`src/hdl/sfs_pkg.sv`:
```
`timescale 1ns / 1ps
package sfs_pkg;

	localparam int TIME_BITS    = 16;
	localparam int OPACITY_BITS = 8;
	localparam int PROD_BITS    = TIME_BITS + OPACITY_BITS;
	localparam int QCNT_BITS    = (OPACITY_BITS > 1) ? $clog2(OPACITY_BITS) : 1;

	localparam logic [OPACITY_BITS-1:0] OPACITY_MAX = {OPACITY_BITS{1'b1}};

	localparam logic [1:0] ACT_BEGIN_OUT = 2'd0;
	localparam logic [1:0] ACT_BEGIN_IN  = 2'd1;
	localparam logic [1:0] ACT_CANCEL    = 2'd2;
	localparam logic [1:0] ACT_TICK      = 2'd3;

	localparam logic [1:0] STAGE_IDLE = 2'd0;
	localparam logic [1:0] STAGE_OUT  = 2'd1;
	localparam logic [1:0] STAGE_HOLD = 2'd2;
	localparam logic [1:0] STAGE_IN   = 2'd3;

	typedef struct packed {
		logic [1:0]  action;
		logic [15:0] amount;
	} item_t;

	typedef struct packed {
		logic [7:0] opacity;
		logic [1:0] stage;
		logic       overlay_visible;
	} result_t;

endpackage

```
`src/hdl/screen_fade_sequencer.sv`:
```
`timescale 1ns / 1ps
// Fade controller for a full-screen black overlay: idle, fading out, holding
// black, fading in. Every transfer in gives exactly one result. Begin, cancel
// and ticks outside a fade produce their result in the cycle after the transfer.
// A tick during a fade recomputes the opacity with a restoring divider that
// yields one quotient bit per cycle; item_stall stays high until the result of
// that item is registered. A result waiting at the output holds off the next
// transfer in until that result leaves.
module screen_fade_sequencer (
	input  logic             clk,
	input  logic             arst_n,
	input  logic             item_valid,
	output logic             item_stall,
	input  sfs_pkg::item_t   item,
	output logic             result_valid,
	input  logic             result_stall,
	output sfs_pkg::result_t result
);

	localparam logic [1:0] SQ_READY = 2'd0;
	localparam logic [1:0] SQ_DIV   = 2'd1;
	localparam logic [1:0] SQ_POST  = 2'd2;

	logic [1:0]                          seq_q;
	logic [1:0]                          stage_q;
	logic [sfs_pkg::TIME_BITS-1:0]       len_q;
	logic [sfs_pkg::TIME_BITS:0]         elapsed_q;
	logic [sfs_pkg::OPACITY_BITS-1:0]    level_q;
	logic                                fin_q;
	logic                                out_valid_q;
	sfs_pkg::result_t                    out_q;

	logic                                accept;
	logic                                out_free;
	logic                                out_set;
	logic [sfs_pkg::TIME_BITS-1:0]       amt;
	logic [sfs_pkg::TIME_BITS+1:0]       sum;
	logic [sfs_pkg::TIME_BITS:0]         el_next;
	logic                                fin;
	logic [sfs_pkg::TIME_BITS-1:0]       t_clip;
	logic                                fading;
	logic                                div_start;
	logic                                div_done;
	logic [sfs_pkg::OPACITY_BITS-1:0]    quo;
	logic [1:0]                          stage_n;
	logic [sfs_pkg::OPACITY_BITS-1:0]    level_n;
	logic [sfs_pkg::TIME_BITS-1:0]       len_n;
	logic [sfs_pkg::TIME_BITS:0]         el_n;
	logic [1:0]                          div_stage;
	logic [sfs_pkg::OPACITY_BITS-1:0]    div_level;

	assign out_free   = !out_valid_q || !result_stall;
	assign item_stall = (seq_q != SQ_READY) || (out_valid_q && result_stall);
	assign accept     = item_valid && !item_stall;

	assign amt     = sfs_pkg::TIME_BITS'(item.amount);
	assign sum     = {1'b0, elapsed_q} + {2'b00, amt};
	assign el_next = sum[sfs_pkg::TIME_BITS+1] ? {(sfs_pkg::TIME_BITS+1){1'b1}}
		: sum[sfs_pkg::TIME_BITS:0];
	assign fin     = el_next >= {1'b0, len_q};
	assign t_clip  = fin ? len_q : el_next[sfs_pkg::TIME_BITS-1:0];
	assign fading  = (stage_q == sfs_pkg::STAGE_OUT) || (stage_q == sfs_pkg::STAGE_IN);
	assign div_start = accept && (item.action == sfs_pkg::ACT_TICK) && fading;

	sfs_div u_div (
		.clk      (clk),
		.arst_n   (arst_n),
		.start    (div_start),
		.num      (t_clip),
		.den      (len_q),
		.done     (div_done),
		.quotient (quo)
	);

	// next state for each accepted item; for a fade tick only the elapsed time
	always_comb begin
		stage_n = stage_q;
		level_n = level_q;
		len_n   = len_q;
		el_n    = elapsed_q;
		case (item.action)
			sfs_pkg::ACT_BEGIN_OUT: begin
				if (stage_q == sfs_pkg::STAGE_IDLE) begin
					if (amt == '0) begin
						stage_n = sfs_pkg::STAGE_HOLD;
						level_n = sfs_pkg::OPACITY_MAX;
					end else begin
						stage_n = sfs_pkg::STAGE_OUT;
						len_n   = amt;
						el_n    = '0;
						level_n = '0;
					end
				end
			end
			sfs_pkg::ACT_BEGIN_IN: begin
				if (stage_q == sfs_pkg::STAGE_HOLD) begin
					if (amt == '0) begin
						stage_n = sfs_pkg::STAGE_IDLE;
						level_n = '0;
					end else begin
						stage_n = sfs_pkg::STAGE_IN;
						len_n   = amt;
						el_n    = '0;
						level_n = sfs_pkg::OPACITY_MAX;
					end
				end
			end
			sfs_pkg::ACT_CANCEL: begin
				stage_n = sfs_pkg::STAGE_IDLE;
				el_n    = '0;
				level_n = '0;
			end
			default: begin
				if (fading)
					el_n = el_next;
			end
		endcase
	end

	// finish a fade tick from the quotient
	always_comb begin
		div_stage = stage_q;
		if (stage_q == sfs_pkg::STAGE_OUT) begin
			div_level = quo;
			if (fin_q)
				div_stage = sfs_pkg::STAGE_HOLD;
		end else begin
			div_level = sfs_pkg::OPACITY_MAX - quo;
			if (fin_q)
				div_stage = sfs_pkg::STAGE_IDLE;
		end
	end

	always_comb begin
		case (seq_q)
			SQ_READY: out_set = accept && !div_start;
			SQ_DIV:   out_set = div_done && out_free;
			SQ_POST:  out_set = out_free;
			default:  out_set = 1'b0;
		endcase
	end

	always_ff @(posedge clk or negedge arst_n) begin
		if (!arst_n) begin
			seq_q       <= SQ_READY;
			stage_q     <= sfs_pkg::STAGE_IDLE;
			len_q       <= '0;
			elapsed_q   <= '0;
			level_q     <= '0;
			fin_q       <= 1'b0;
			out_valid_q <= 1'b0;
		end else begin
			out_valid_q <= out_set || (out_valid_q && result_stall);
			case (seq_q)
				SQ_READY: begin
					if (accept) begin
						stage_q   <= stage_n;
						level_q   <= level_n;
						len_q     <= len_n;
						elapsed_q <= el_n;
						if (div_start) begin
							fin_q <= fin;
							seq_q <= SQ_DIV;
						end
					end
				end
				SQ_DIV: begin
					if (div_done) begin
						stage_q <= div_stage;
						level_q <= div_level;
						if (out_free) begin
							seq_q <= SQ_READY;
						end else begin
							seq_q <= SQ_POST;
						end
					end
				end
				SQ_POST: begin
					if (out_free) begin
						seq_q <= SQ_READY;
					end
				end
				default: seq_q <= SQ_READY;
			endcase
		end
	end

	always_ff @(posedge clk) begin
		case (seq_q)
			SQ_READY: begin
				if (accept && !div_start) begin
					out_q.opacity         <= 8'(level_n);
					out_q.stage           <= stage_n;
					out_q.overlay_visible <= level_n != '0;
				end
			end
			SQ_DIV: begin
				if (div_done && out_free) begin
					out_q.opacity         <= 8'(div_level);
					out_q.stage           <= div_stage;
					out_q.overlay_visible <= div_level != '0;
				end
			end
			SQ_POST: begin
				if (out_free) begin
					out_q.opacity         <= 8'(level_q);
					out_q.stage           <= stage_q;
					out_q.overlay_visible <= level_q != '0;
				end
			end
			default: ;
		endcase
	end

	assign result_valid = out_valid_q;
	assign result       = out_q;

	a_done_in_div: assert property (@(posedge clk) disable iff (!arst_n)
		div_done |-> seq_q == SQ_DIV)
		else $error("divider finished outside a division");

	a_idle_clear: assert property (@(posedge clk) disable iff (!arst_n)
		stage_q == sfs_pkg::STAGE_IDLE |-> level_q == '0)
		else $error("idle stage with nonzero level");

	a_hold_full: assert property (@(posedge clk) disable iff (!arst_n)
		stage_q == sfs_pkg::STAGE_HOLD |-> level_q == sfs_pkg::OPACITY_MAX)
		else $error("hold stage without full level");

	a_tick_divides: assert property (@(posedge clk) disable iff (!arst_n)
		div_start |=> seq_q == SQ_DIV && !result_valid || seq_q == SQ_DIV)
		else $error("fade tick did not start a division");

endmodule

```
`src/hdl/sfs_div.sv`:
```
`timescale 1ns / 1ps
module sfs_div (
	input  logic                                clk,
	input  logic                                arst_n,
	input  logic                                start,
	input  logic [sfs_pkg::TIME_BITS-1:0]       num,
	input  logic [sfs_pkg::TIME_BITS-1:0]       den,
	output logic                                done,
	output logic [sfs_pkg::OPACITY_BITS-1:0]    quotient
);

	logic                                 busy_q;
	logic [sfs_pkg::QCNT_BITS-1:0]        cnt_q;
	logic [sfs_pkg::PROD_BITS-1:0]        rem_q;
	logic [sfs_pkg::PROD_BITS-1:0]        dsh_q;
	logic [sfs_pkg::OPACITY_BITS-1:0]     quo_q;
	logic [sfs_pkg::PROD_BITS-1:0]        prod;
	logic                                 ge;

	// num * OMAX as a shift and subtract
	assign prod = {num, {sfs_pkg::OPACITY_BITS{1'b0}}}
		- {{sfs_pkg::OPACITY_BITS{1'b0}}, num};
	assign ge = rem_q >= dsh_q;

	always_ff @(posedge clk or negedge arst_n) begin
		if (!arst_n) begin
			busy_q <= 1'b0;
			cnt_q  <= '0;
			done   <= 1'b0;
		end else begin
			done <= 1'b0;
			if (start) begin
				busy_q <= 1'b1;
				cnt_q  <= sfs_pkg::QCNT_BITS'(sfs_pkg::OPACITY_BITS - 1);
			end else if (busy_q) begin
				cnt_q <= cnt_q - 1'b1;
				if (cnt_q == '0) begin
					busy_q <= 1'b0;
					done   <= 1'b1;
				end
			end
		end
	end

	always_ff @(posedge clk) begin
		if (start) begin
			rem_q <= prod;
			dsh_q <= sfs_pkg::PROD_BITS'({den, {(sfs_pkg::OPACITY_BITS-1){1'b0}}});
			quo_q <= '0;
		end else if (busy_q) begin
			if (ge)
				rem_q <= rem_q - dsh_q;
			dsh_q <= dsh_q >> 1;
			quo_q <= {quo_q[sfs_pkg::OPACITY_BITS-2:0], ge};
		end
	end

	assign quotient = quo_q;

endmodule

```
`config.mk`:
```
export PLATFORM = sky130hd
export DESIGN_NAME = screen_fade_sequencer
export DESIGN_NICKNAME = d
export VERILOG_FILES = /design/src/hdl/sfs_pkg.sv /design/src/hdl/screen_fade_sequencer.sv /design/src/hdl/sfs_div.sv
export SDC_FILE = /design/constraint.sdc
export NUM_CORES = 1
export LEC_CHECK = 0
export ABC_AREA = 1
export BUFFER_PORTS_ARGS = -buffer_cell sky130_fd_sc_hd__buf_2
export CAP_MARGIN = 20
export CORE_UTILIZATION = 59
export DETAILED_ROUTE_END_ITERATION = 7
export PLACE_DENSITY = 0.76
export REMOVE_ABC_BUFFERS = 1
export SLEW_MARGIN = 5
export SYNTH_ARGS = -nofsm -noshare
export SYNTH_HDL_FRONTEND = slang
export SYNTH_HIERARCHICAL = 1
export SYNTH_SLANG_ARGS = --single-unit
```
`constraint.sdc`:
```
create_clock -name clk -period 6.5 [get_ports clk]
set_clock_uncertainty 0.15 [all_clocks]
set_input_delay 0.65 -clock clk [delete_from_list [all_inputs] [get_ports clk]]
set_output_delay 0.65 -clock clk [all_outputs]
set_load 0.005 [all_outputs]
```
==> flow_metrics.py, run 1 <==
metrics = {
    "clock_network": {
        "cts_hold_buffers": 0,
        "cts_resized": 0,
        "clk-insertion-delay-late_ns": 0.42,
        "clk_pin_slew_ns": 0.05,
        "cts_made_buffers": 17,
        "h-tree-depth": 4,
        "clock_sinks": 118,
        "cts_setup_buffers": 0,
        "cts_tree": "built",
        "clockRootBuffer": "clkbuf_16",
        "clockBufferDepth": 2,
    },
    "synthesis": {
        "synth_mux_area_share_pct": 0.1129,
        "syn_avg_cell_area_sq_um": 6.737,
        "synth_top_family_by_area": "simple AND/OR/NAND/NOR gates",
        "yosys_warnings": 6,
        "ys.flop_type": "dfrtp_1",
        "synthAdderAreaFrac_pct": 9.186,
        "netlist_instances": 1480,
        "async_flop_share_pct": 44.07,
        "ys_seq_elements": 118,
        "synth_area_sq_um": 9971,
        "synth_cell_types": 50,
        "synth_compound_area_share_pct": 12.01,
        "synth-simple-area-share_pct": 34.70,
        "synth-xor-area-share_pct": 1.669,
        "synth_edf_count": 51,
        "seq_area_frac_synth_pct": 31.42,
    },
    "worst_setup_path": {
        "path_common_cell": "nand2_1",
        "crit_fanout": 17,
        "critPathLaunchType": "input pin",
        "reg2reg_setup_slack_ns": 0.91,
        "cpMaxStageDelayCell": "ha_1",
        "slowest_delay_ns": 0.44,
        "required_ns": 6.51,
        "critical_path_arrival_ns": 5.62,
        "r2r-end": "u_div/rem_q[12]$_DFFE_PP_",
        "reg2reg_from": "elapsed_q[0]$_DFFE_PN0P_",
        "end_kind": "flop",
        "path_class": "in -> reg",
        "rr_worst_depth": 32,
    },
    "sta": {
        "tns_ns": 0,
        "slew_viol_final": 0,
        "rsz0062_at_grt": "false",
        "period_share_pct": 86.29,
        "timing.fmax_mhz": 178.3,
        "maxSlewHeadroom_pct": 27.59,
        "worst_pin_slew_ns": 1.085,
        "finalWorstSetupSlack_ns": 0.8915,
        "setup_violations": 0,
        "min_period_ns": 5.609,
        "finalHoldViolations": 0,
    },
    "finish": {
        "nNetsFinal": 1605,
        "layout-drive-gt1-share_pct": 10.24,
        "final_cell_mix": "nand2_1 (440), inv_1 (235), nor2_1 (126), nand3_1 (99), a21oi_1 (78)",
        "area_growth_pct": 9.587,
        "final_common_cell": "nand2_1",
        "layoutNonFillerInstCount": 1744,
        "final_core_util_pct": 66.12,
        "n_antenna_cell": 0,
    },
    "placement": {
        "place_ws_ns": 0.6268,
        "dp.cells": 1711,
        "dpl.hpwl_um": 21200,
        "port_buffers": 34,
        "globalplace.congestion": 1.004,
    },
    "run_status": {
        "outcome": "complete, no violations",
    },
    "routing": {
        "vias": 9639,
        "vias_per_cell": 5.527,
        "drt-total-wl_um": 27710,
        "wl_per_cell_um": 15.89,
        "antenna_left": 0,
        "firstDrtPassIters": 6,
        "initialDrtViolationCount": 774,
        "drc_errors": 0,
    },
    "floorplanning": {
        "ios": 35,
        "die_area_sq_um": 17420,
        "die_w_um": 132,
        "initial_core_util_pct": 60.34,
        "core_sq_um": 16520,
        "die_h_um": 132,
        "rows": 47,
    },
    "global_routing": {
        "grt_start_max_net_pins": 58,
        "grt_pass1_wl_um": 44540,
        "grt-ovfl-total": 0,
        "grt_pass1_vias": 8886,
        "grt_antenna_before_repair": 0,
        "grt_use_total_pct": 32.59,
    },
    "flow_run": {
        "maxCapViolations": 0,
    },
    "hold_path": {
        "min-delay-path-class": "in -> async",
    },
}
stage by stage:
step	cell area, sq um	hold slack (ns)
3_5_place_dp	10310	0.3187
6_report	10930	0.2054
4_1_cts	10900	0.2338
5_1_grt	10930	0.2648
2_1_floorplan	9822	0.2044
3_3_place_gp	10310	0.3133
synth_stat cells (all sizes together), types with 2 or more instances:
cell	instances	share of area, %
clkbuf	10	0.39
o21bai	4	0.30
nand2	459	18
dfxtp	15	3.0
a22oi	3	0.23
nor3	12	0.65
or2	12	0.75
xnor2	7	0.61
o21a	6	0.45
ha	70	8.8
fa	2	0.40
nand3	108	6.0
o21ai	72	3.8
dfrtp	52	13
and2	2	0.13
a211oi	3	0.23
edfxtp	51	15
xor2	12	1.1
buf	17	1.1
a21oi	84	4.4
a31oi	4	0.25
inv	250	9.4
nand3b	6	0.45
o22ai	14	0.88
nand4	36	2.3
nor2	149	6.6
nor4	2	0.13
a22o	13	1.1
layout make-up:
class | count | area [sq um]
timing repair buffer | 39 | 227.7
inverter | 250 | 938.4
fill | 1499 | 5598
tap | 220 | 275.3
clock inverter | 13 | 155.1
clock buffer | 19 | 432.9
sequential | 118 | 3133
multi-input combinational | 1085 | 5764
flip-flops by register name, indices dropped and copies added, names as in the netlist:
name and cells:
u_div/rem_q 24, u_div/dsh_q 23, elapsed_q 17, len_q 16
result 11, level_q 8, u_div/quotient 8, u_div/cnt_q 3
seq_q 2, stage_q 2, fin_q 1, result_valid 1
u_div/busy_q 1, u_div/done 1
worst max-delay path, delay by kind of cell:
family          cells  cell delay [ns]
buf+inv             4             0.37
compound gates      2             0.31
simple gates       22             2.76
fa+ha+maj           4             1.37
xor+xnor            1             0.13
cell families after synthesis:
group                    after synthesis
buffers and inverters                277
flip-flops                           118
AO/OA/AOI/OAI                        207
AND/OR/NAND/NOR                      786
XOR/XNOR                              19
adder cells (fa/ha/maj)               72
multiplexers                           1
worst max path at each step:
stage / depth (start not counted) / from / endpoint / slack (ns)
after floorplan: 5 / result_stall / u_div/rem_q[0]$_DFFE_PP_ / 1.55
after global placement: 33 / item[0] / u_div/rem_q[12]$_DFFE_PP_ / 0.62
after detailed placement: 33 / item[0] / u_div/rem_q[12]$_DFFE_PP_ / 0.63
after CTS: 33 / item[0] / u_div/rem_q[12]$_DFFE_PP_ / 0.99
after global routing: 32 / elapsed_q[0]$_DFFE_PN0P_ / u_div/rem_q[12]$_DFFE_PP_ / 0.47
final: 33 / item[0] / u_div/rem_q[12]$_DFFE_PP_ / 0.89
per-layer routing:
layer | vias to the layer above | wire length [um] | GRT usage, %
met2 | 347 | 12560 | 52.00
li1 | 4850 | - | -
met5 | - | 0 | 0
met3 | 47 | 2029 | 5.729
met4 | 0 | 620 | 11.56
met1 | 4395 | 12500 | 44.49
Power of run 1 is not shown: default switching activity piles up to over one toggle a cycle in this logic, so the estimate is an artifact.
==> inputs of run 2 (changes only) <==
ABC_AREA = unset   (was 1)
PLACE_DENSITY = 0.77   (was 0.76)
==> run 2 against run 1 <==
- sequential share of layout area rose by 1.6 points
- synthesized area down 9.4%
- first-iteration DRC count up 16%
- highest routed layer unchanged
- flip-flop and latch count stayed put
- count of clock-buffer cells in the layout unchanged
==> flow_metrics.py, run 2 <==
metrics = {
    "finish": {
        "area_growth_pct": 14.37,
        "final_cell_mix": "nand2_1 (136), o21ai_0 (81), ha_1 (70), a21oi_1 (67), inv_1 (62)",
        "final_common_cell": "nand2_1",
        "largest_registers": "u_div/rem_q x24, u_div/dsh_q x23, elapsed_q x17",
        "nNetsFinal": 1177,
        "layoutNonFillerInstCount": 1280,
        "regMostFlops": "u_div/rem_q",
        "largest_register_ffs": 24,
        "layout-drive-gt1-share_pct": 15.51,
        "multi_input_area_sq_um": 5473,
        "final_cell_area_sq_um": 10340,
        "fillers": 1144,
        "n_antenna_cell": 0,
        "regArea_sq_um": 3133,
    },
    "placement": {
        "port_buffers": 34,
        "dpl.hpwl_um": 17390,
        "placed_area_sq_um": 9643,
        "dp.cells": 1247,
        "place_ws_ns": 0.003822,
        "globalplace.congestion": 1.031,
    },
    "clock_network": {
        "clockRootBuffer": "clkbuf_16",
        "cts_made_buffers": 17,
        "clk_pin_slew_ns": 0.06,
        "h-tree-depth": 4,
        "clockBufferDepth": 2,
        "clock_sinks": 118,
        "clk-insertion-delay-late_ns": 0.42,
        "cts_hold_buffers": 0,
        "cts_tree": "built",
    },
    "floorplanning": {
        "initial_core_util_pct": 61.25,
        "die_area_sq_um": 15820,
        "ios": 35,
        "rows": 44,
        "core_sq_um": 14750,
        "die_w_um": 125.8,
        "die_h_um": 125.8,
    },
    "routing": {
        "vias_per_cell": 6.290,
        "firstDrtPassIters": 5,
        "antenna_left": 0,
        "wl_per_cell_um": 18.65,
        "drc_errors": 0,
        "initialDrtViolationCount": 895,
        "vias": 8051,
        "drt-total-wl_um": 23870,
    },
    "global_routing": {
        "grt_use_total_pct": 31.89,
        "grt_start_max_net_pins": 102,
        "grt_pass1_wl_um": 39830,
        "grt_antenna_before_repair": 0,
        "grt_pass1_vias": 7822,
        "grt-ovfl-total": 0,
    },
    "synthesis": {
        "async_flop_share_pct": 44.07,
        "ys_seq_elements": 118,
        "yosys_warnings": 6,
        "yosysMostFrequentCell": "nand2_1",
        "synth_top_area_share_pct": 16.95,
        "synth_edf_count": 51,
        "netlist_instances": 1023,
        "synth_top_cell_by_area": "edfxtp_1",
        "synth_area_sq_um": 9037,
        "seq_area_frac_synth_pct": 34.67,
        "syn_avg_cell_area_sq_um": 8.834,
        "synth_cell_types": 92,
        "yosys-top-cells-count": "nand2_1 (136), o21ai_0 (82), ha_1 (70)",
        "yosys-top-cells-area": "edfxtp_1 (17%), dfrtp_1 (14%), ha_1 (9.7%), nand2_1 (5.6%), o21ai_0 (4.5%)",
        "ys.flop_type": "dfrtp_1",
    },
    "sta": {
        "min_period_ns": 6.151,
        "timing.fmax_mhz": 162.6,
        "period_share_pct": 94.63,
        "finalWorstSetupSlack_ns": 0.3492,
        "setup_violations": 0,
        "rsz0062_at_grt": "false",
        "slew_viol_final": 0,
        "maxSlewHeadroom_pct": 26.59,
        "timing.hold.ws_ns": 0.2034,
        "finalHoldViolations": 0,
        "worst_pin_slew_ns": 1.099,
    },
    "worst_setup_path": {
        "required_ns": 6.51,
        "path_class": "reg -> reg",
        "crit_fanout": 13,
        "critical_path_arrival_ns": 6.16,
        "critPathLaunchType": "flop",
        "end_kind": "flop",
    },
    "hold_path": {
        "min-delay-path-class": "in -> async",
    },
    "run_status": {
        "outcome": "complete, no violations",
    },
    "flow_run": {
        "maxCapViolations": 0,
    },
}
[run 2: cell count changes in the layout (fill, tap and decap cells not counted), moves of 26 or more]
cell / delta
inv_1: -173
nor2_1: -73
nand3_1: -84
buf_4: +48
mux2i_1: +26
xnor2_1: +31
nand2_1: -304
[run 2: timing repair]
item | 4_1_cts | 5_1_grt
setup endpoints to repair | 0 | 9
gates resized for setup | 0 | 7
setup buffers | 0 | 0
[run 2: logic make-up after synthesis]
| family | share of synthesized area [%] |
|---|---|
| AND/OR/NAND/NOR | 17.08 |
| AO/OA/AOI/OAI | 22.87 |
| flip-flops | 34.67 |
| buffers and inverters | 5.233 |
| adder cells (fa/ha/maj) | 10.13 |
| XOR/XNOR | 4.749 |
| multiplexers | 5.261 |
[run 2: final timing paths]
kind	slack [ns]	start	cells after the start	to
max in group asynchronous	5.50	arst_n	2	elapsed_q[7]$_DFFE_PN0P_
hold / removal	0.20	arst_n	2	level_q[7]$_DFFE_PN0P_
min in group clk	0.34	item[13]	3	len_q[13]$_DFFE_PN0P_
setup reg to reg	0.35	elapsed_q[1]$_DFFE_PN0P_	23	u_div/rem_q[17]$_DFFE_PP_
setup / recovery	0.35	elapsed_q[1]$_DFFE_PN0P_	23	u_div/rem_q[17]$_DFFE_PP_
hold reg to reg	0.35	u_div/cnt_q[1]$_DFFE_PN0P_	2	u_div/cnt_q[1]$_DFFE_PN0P_
[run 2: layout make-up]
type | count | share of cell area (%)
well taps | 184 | 2.227
flip-flops and latches | 118 | 30.31
multi-input cells | 790 | 52.95
repair buffers | 88 | 5.883
inverters | 68 | 2.469
clock inverters | 13 | 1.973
clock buffers | 19 | 4.188
[run 2: per-stage QoR]
step	setup TNS [ns]	utilization, %
after floorplan	-0.1002	-
after global placement	0	65.36
after detailed placement	0	65.36
after CTS	0	69.67
after global routing	0	70.06
final	0	70.06
[run 2: layer usage]
metal | vias up | part of all wire (%) | GRT usage [%]
met5 | - | 0 | 0
met1 | 3768 | 44 | 43.53
met3 | 59 | 7.7 | 5.990
li1 | 3871 | - | -
met4 | 0 | 3.1 | 12.54
met2 | 353 | 45 | 50.33
[run 2: critical path: stages, from the launching register on]
cell       delay [ns]
dfrtp_1          0.41
ha_1             0.29
a21oi_1          0.21
nand4b_1         0.19
a21boi_2         0.11
buf_4            0.17
o21a_1           0.17
or3_1            0.36
a21o_1           0.22
ha_1             0.29
a21o_1           0.17
a2111oi_1        0.39
o21ai_1          0.19
nor3_4           0.22
buf_12           0.17
mux2_2           0.35
ha_1             0.30
and4bb_2         0.27
nand4_1          0.14
buf_4            0.18
a211oi_1         0.40
nor3_1           0.11
nor3b_1          0.37
a211oi_2         0.05
Power of run 2 is left out for the same reason.
==> inputs of run 3 (changes only) <==
--- a/config.mk
+++ b/config.mk
@@ -10,2 +10,3 @@
 export CORE_UTILIZATION = 59
+export CTS_BUF_LIST = sky130_fd_sc_hd__clkbuf_2 sky130_fd_sc_hd__clkbuf_4 sky130_fd_sc_hd__clkbuf_8
 export DETAILED_ROUTE_END_ITERATION = 7
--- a/constraint.sdc
+++ b/constraint.sdc
@@ -4,2 +4,2 @@
 set_output_delay 0.65 -clock clk [all_outputs]
-set_load 0.005 [all_outputs]
+set_load 0.1 [all_outputs]
==> run 3 against run 2 <==
- count of clock-buffer cells in the layout stayed put
- highest routed layer unchanged
- via count is 0.50% lower
- flip-flop and latch count stayed put
- sequential share of layout area is 0.53 points higher
- utilization is 1.2 points lower
- global-route usage is 0.57 points lower
- critical path depth is 1 higher
- worst setup slack better by 0.00078 ns
==> flow_metrics.py, run 3 (synthesized netlist as in run 2, its figures left out) <==
metrics = {
    "clock_network": {
        "clk-insertion-delay-late_ns": 0.45,
        "clk_pin_slew_ns": 0.08,
        "cts_tree": "built",
        "clockBufferDepth": 2,
        "clockRootBuffer": "clkbuf_8",
        "h-tree-depth": 4,
        "cts_made_buffers": 17,
        "clock_sinks": 118,
    },
    "floorplanning": {
        "ios": 35,
        "die_area_sq_um": 15820,
        "core_sq_um": 14750,
        "die_w_um": 125.8,
        "rows": 44,
        "die_h_um": 125.8,
        "initial_core_util_pct": 61.25,
    },
    "finish": {
        "final_cell_area_sq_um": 10160,
        "area_growth_pct": 12.42,
        "regArea_sq_um": 3133,
        "largest_registers": "u_div/rem_q x24, u_div/dsh_q x23, elapsed_q x17",
        "fillers": 1188,
        "final_cell_mix": "nand2_1 (136), o21ai_0 (81), ha_1 (70), a21oi_1 (67), inv_1 (62)",
        "layoutNonFillerInstCount": 1280,
        "final_common_cell": "nand2_1",
        "layout-drive-gt1-share_pct": 15.78,
        "regMostFlops": "u_div/rem_q",
        "nNetsFinal": 1177,
        "largest_register_ffs": 24,
        "final_core_util_pct": 68.86,
        "multi_input_area_sq_um": 5480,
        "n_antenna_cell": 0,
    },
    "worst_setup_path": {
        "critPathLaunchType": "flop",
        "crit_fanout": 13,
        "reg2reg_from": "elapsed_q[1]$_DFFE_PN0P_",
        "rr_worst_depth": 24,
        "end_kind": "flop",
        "path_class": "reg -> reg",
        "required_ns": 6.53,
        "critical_path_arrival_ns": 6.18,
        "r2r-end": "u_div/rem_q[23]$_DFFE_PP_",
        "reg2reg_setup_slack_ns": 0.35,
    },
    "sta": {
        "finalHoldViolations": 0,
        "slew_viol_final": 0,
        "rsz0062_at_grt": "false",
        "timing.hold.ws_ns": 0.1715,
        "setup_violations": 0,
        "maxSlewHeadroom_pct": 26.31,
        "period_share_pct": 94.62,
        "timing.fmax_mhz": 162.6,
        "worst_pin_slew_ns": 1.103,
        "min_period_ns": 6.150,
    },
    "routing": {
        "drt-total-wl_um": 23340,
        "wl_per_cell_um": 18.23,
        "firstDrtPassIters": 5,
        "vias": 8011,
        "initialDrtViolationCount": 717,
        "antenna_left": 0,
        "drc_errors": 0,
        "vias_per_cell": 6.259,
    },
    "placement": {
        "globalplace.congestion": 1.031,
        "dpl.hpwl_um": 17390,
        "placed_area_sq_um": 9643,
        "port_buffers": 34,
        "dp.cells": 1247,
    },
    "run_status": {
        "outcome": "complete, no violations",
    },
    "global_routing": {
        "grt-ovfl-total": 0,
        "grt_use_total_pct": 31.32,
        "grt-busiest-layer": "met2",
        "grt_pass1_wl_um": 39100,
        "use_met2_pct": 48.99,
        "grt_antenna_before_repair": 0,
        "grt_pass1_vias": 7740,
        "met3_usage_pct": 6.160,
        "grt_start_max_net_pins": 102,
        "grtUsageMet1_pct": 42.74,
    },
    "hold_path": {
        "min-delay-path-class": "in -> async",
    },
    "flow_run": {
        "maxCapViolations": 0,
    },
}
[run 3: cell counts in the layout (fill, tap and decap cells not counted)]
Identical to the previous run, type by type.
[run 3: worst max-delay path: stages, from the launching register on]
cell and delay (ns):
dfrtp_1 0.42, ha_1 0.30, a21oi_1 0.08, nand4b_1 0.23, a21boi_2 0.27, a21oi_2 0.11
o31a_1 0.31, buf_4 0.17, nand2_1 0.10, ha_1 0.27, nor2b_1 0.14, o2111ai_1 0.21
a21oi_1 0.10, a2111oi_1 0.28, o21ai_1 0.17, nor3_4 0.22, buf_12 0.17, mux2_2 0.35
ha_1 0.32, a21o_1 0.18, a211oi_2 0.27, nand3_1 0.13, and3_1 0.21, o211a_1 0.22
or4_1 0.47
[run 3: per-layer routing]
layer / vias up / part of all wire, %
li1: 3873 / -
met1: 3754 / 45
met2: 329 / 45
met3: 55 / 7.8
met4: 0 / 3.1
met5: - / 0
[run 3: what timing repair did]
item                       in CTS  in global routing
setup endpoints to repair       0                  9
hold buffers                    0                  0
setup buffers                   0                  0
resized for setup               0                  8
[run 3: how the worst max path moves through the flow]
stage	from	to	depth (start not counted)
detailed placement	item[0]	u_div/rem_q[23]$_DFFE_PP_	25
global placement	item[1]	u_div/rem_q[17]$_DFFE_PP_	24
floorplan	item[3]	u_div/rem_q[23]$_DFFE_PP_	21
finish	elapsed_q[1]$_DFFE_PN0P_	u_div/rem_q[23]$_DFFE_PP_	24
global route	elapsed_q[0]$_DFFE_PN0P_	u_div/rem_q[23]$_DFFE_PP_	25
CTS	elapsed_q[1]$_DFFE_PN0P_	u_div/rem_q[23]$_DFFE_PP_	24
[run 3: area by class of cell]
type                    instances  share of cell area (%)
well taps                     184                   2.266
inverters                      68                   2.512
multi-input cells             790                   53.94
repair buffers                 88                   5.985
flip-flops and latches        118                   30.84
clock inverters                13                   2.007
clock buffers                  19                   2.451
[run 3: per-stage QoR]
step,TNS [ns],worst slack [ns]
2_1_floorplan,-0.1002,-0.1002
3_3_place_gp,0,0.1713
3_5_place_dp,0,0.003822
4_1_cts,0,0.3730
5_1_grt,0,0.02603
6_report,0,0.3500
Power of run 3 is left out for the same reason.
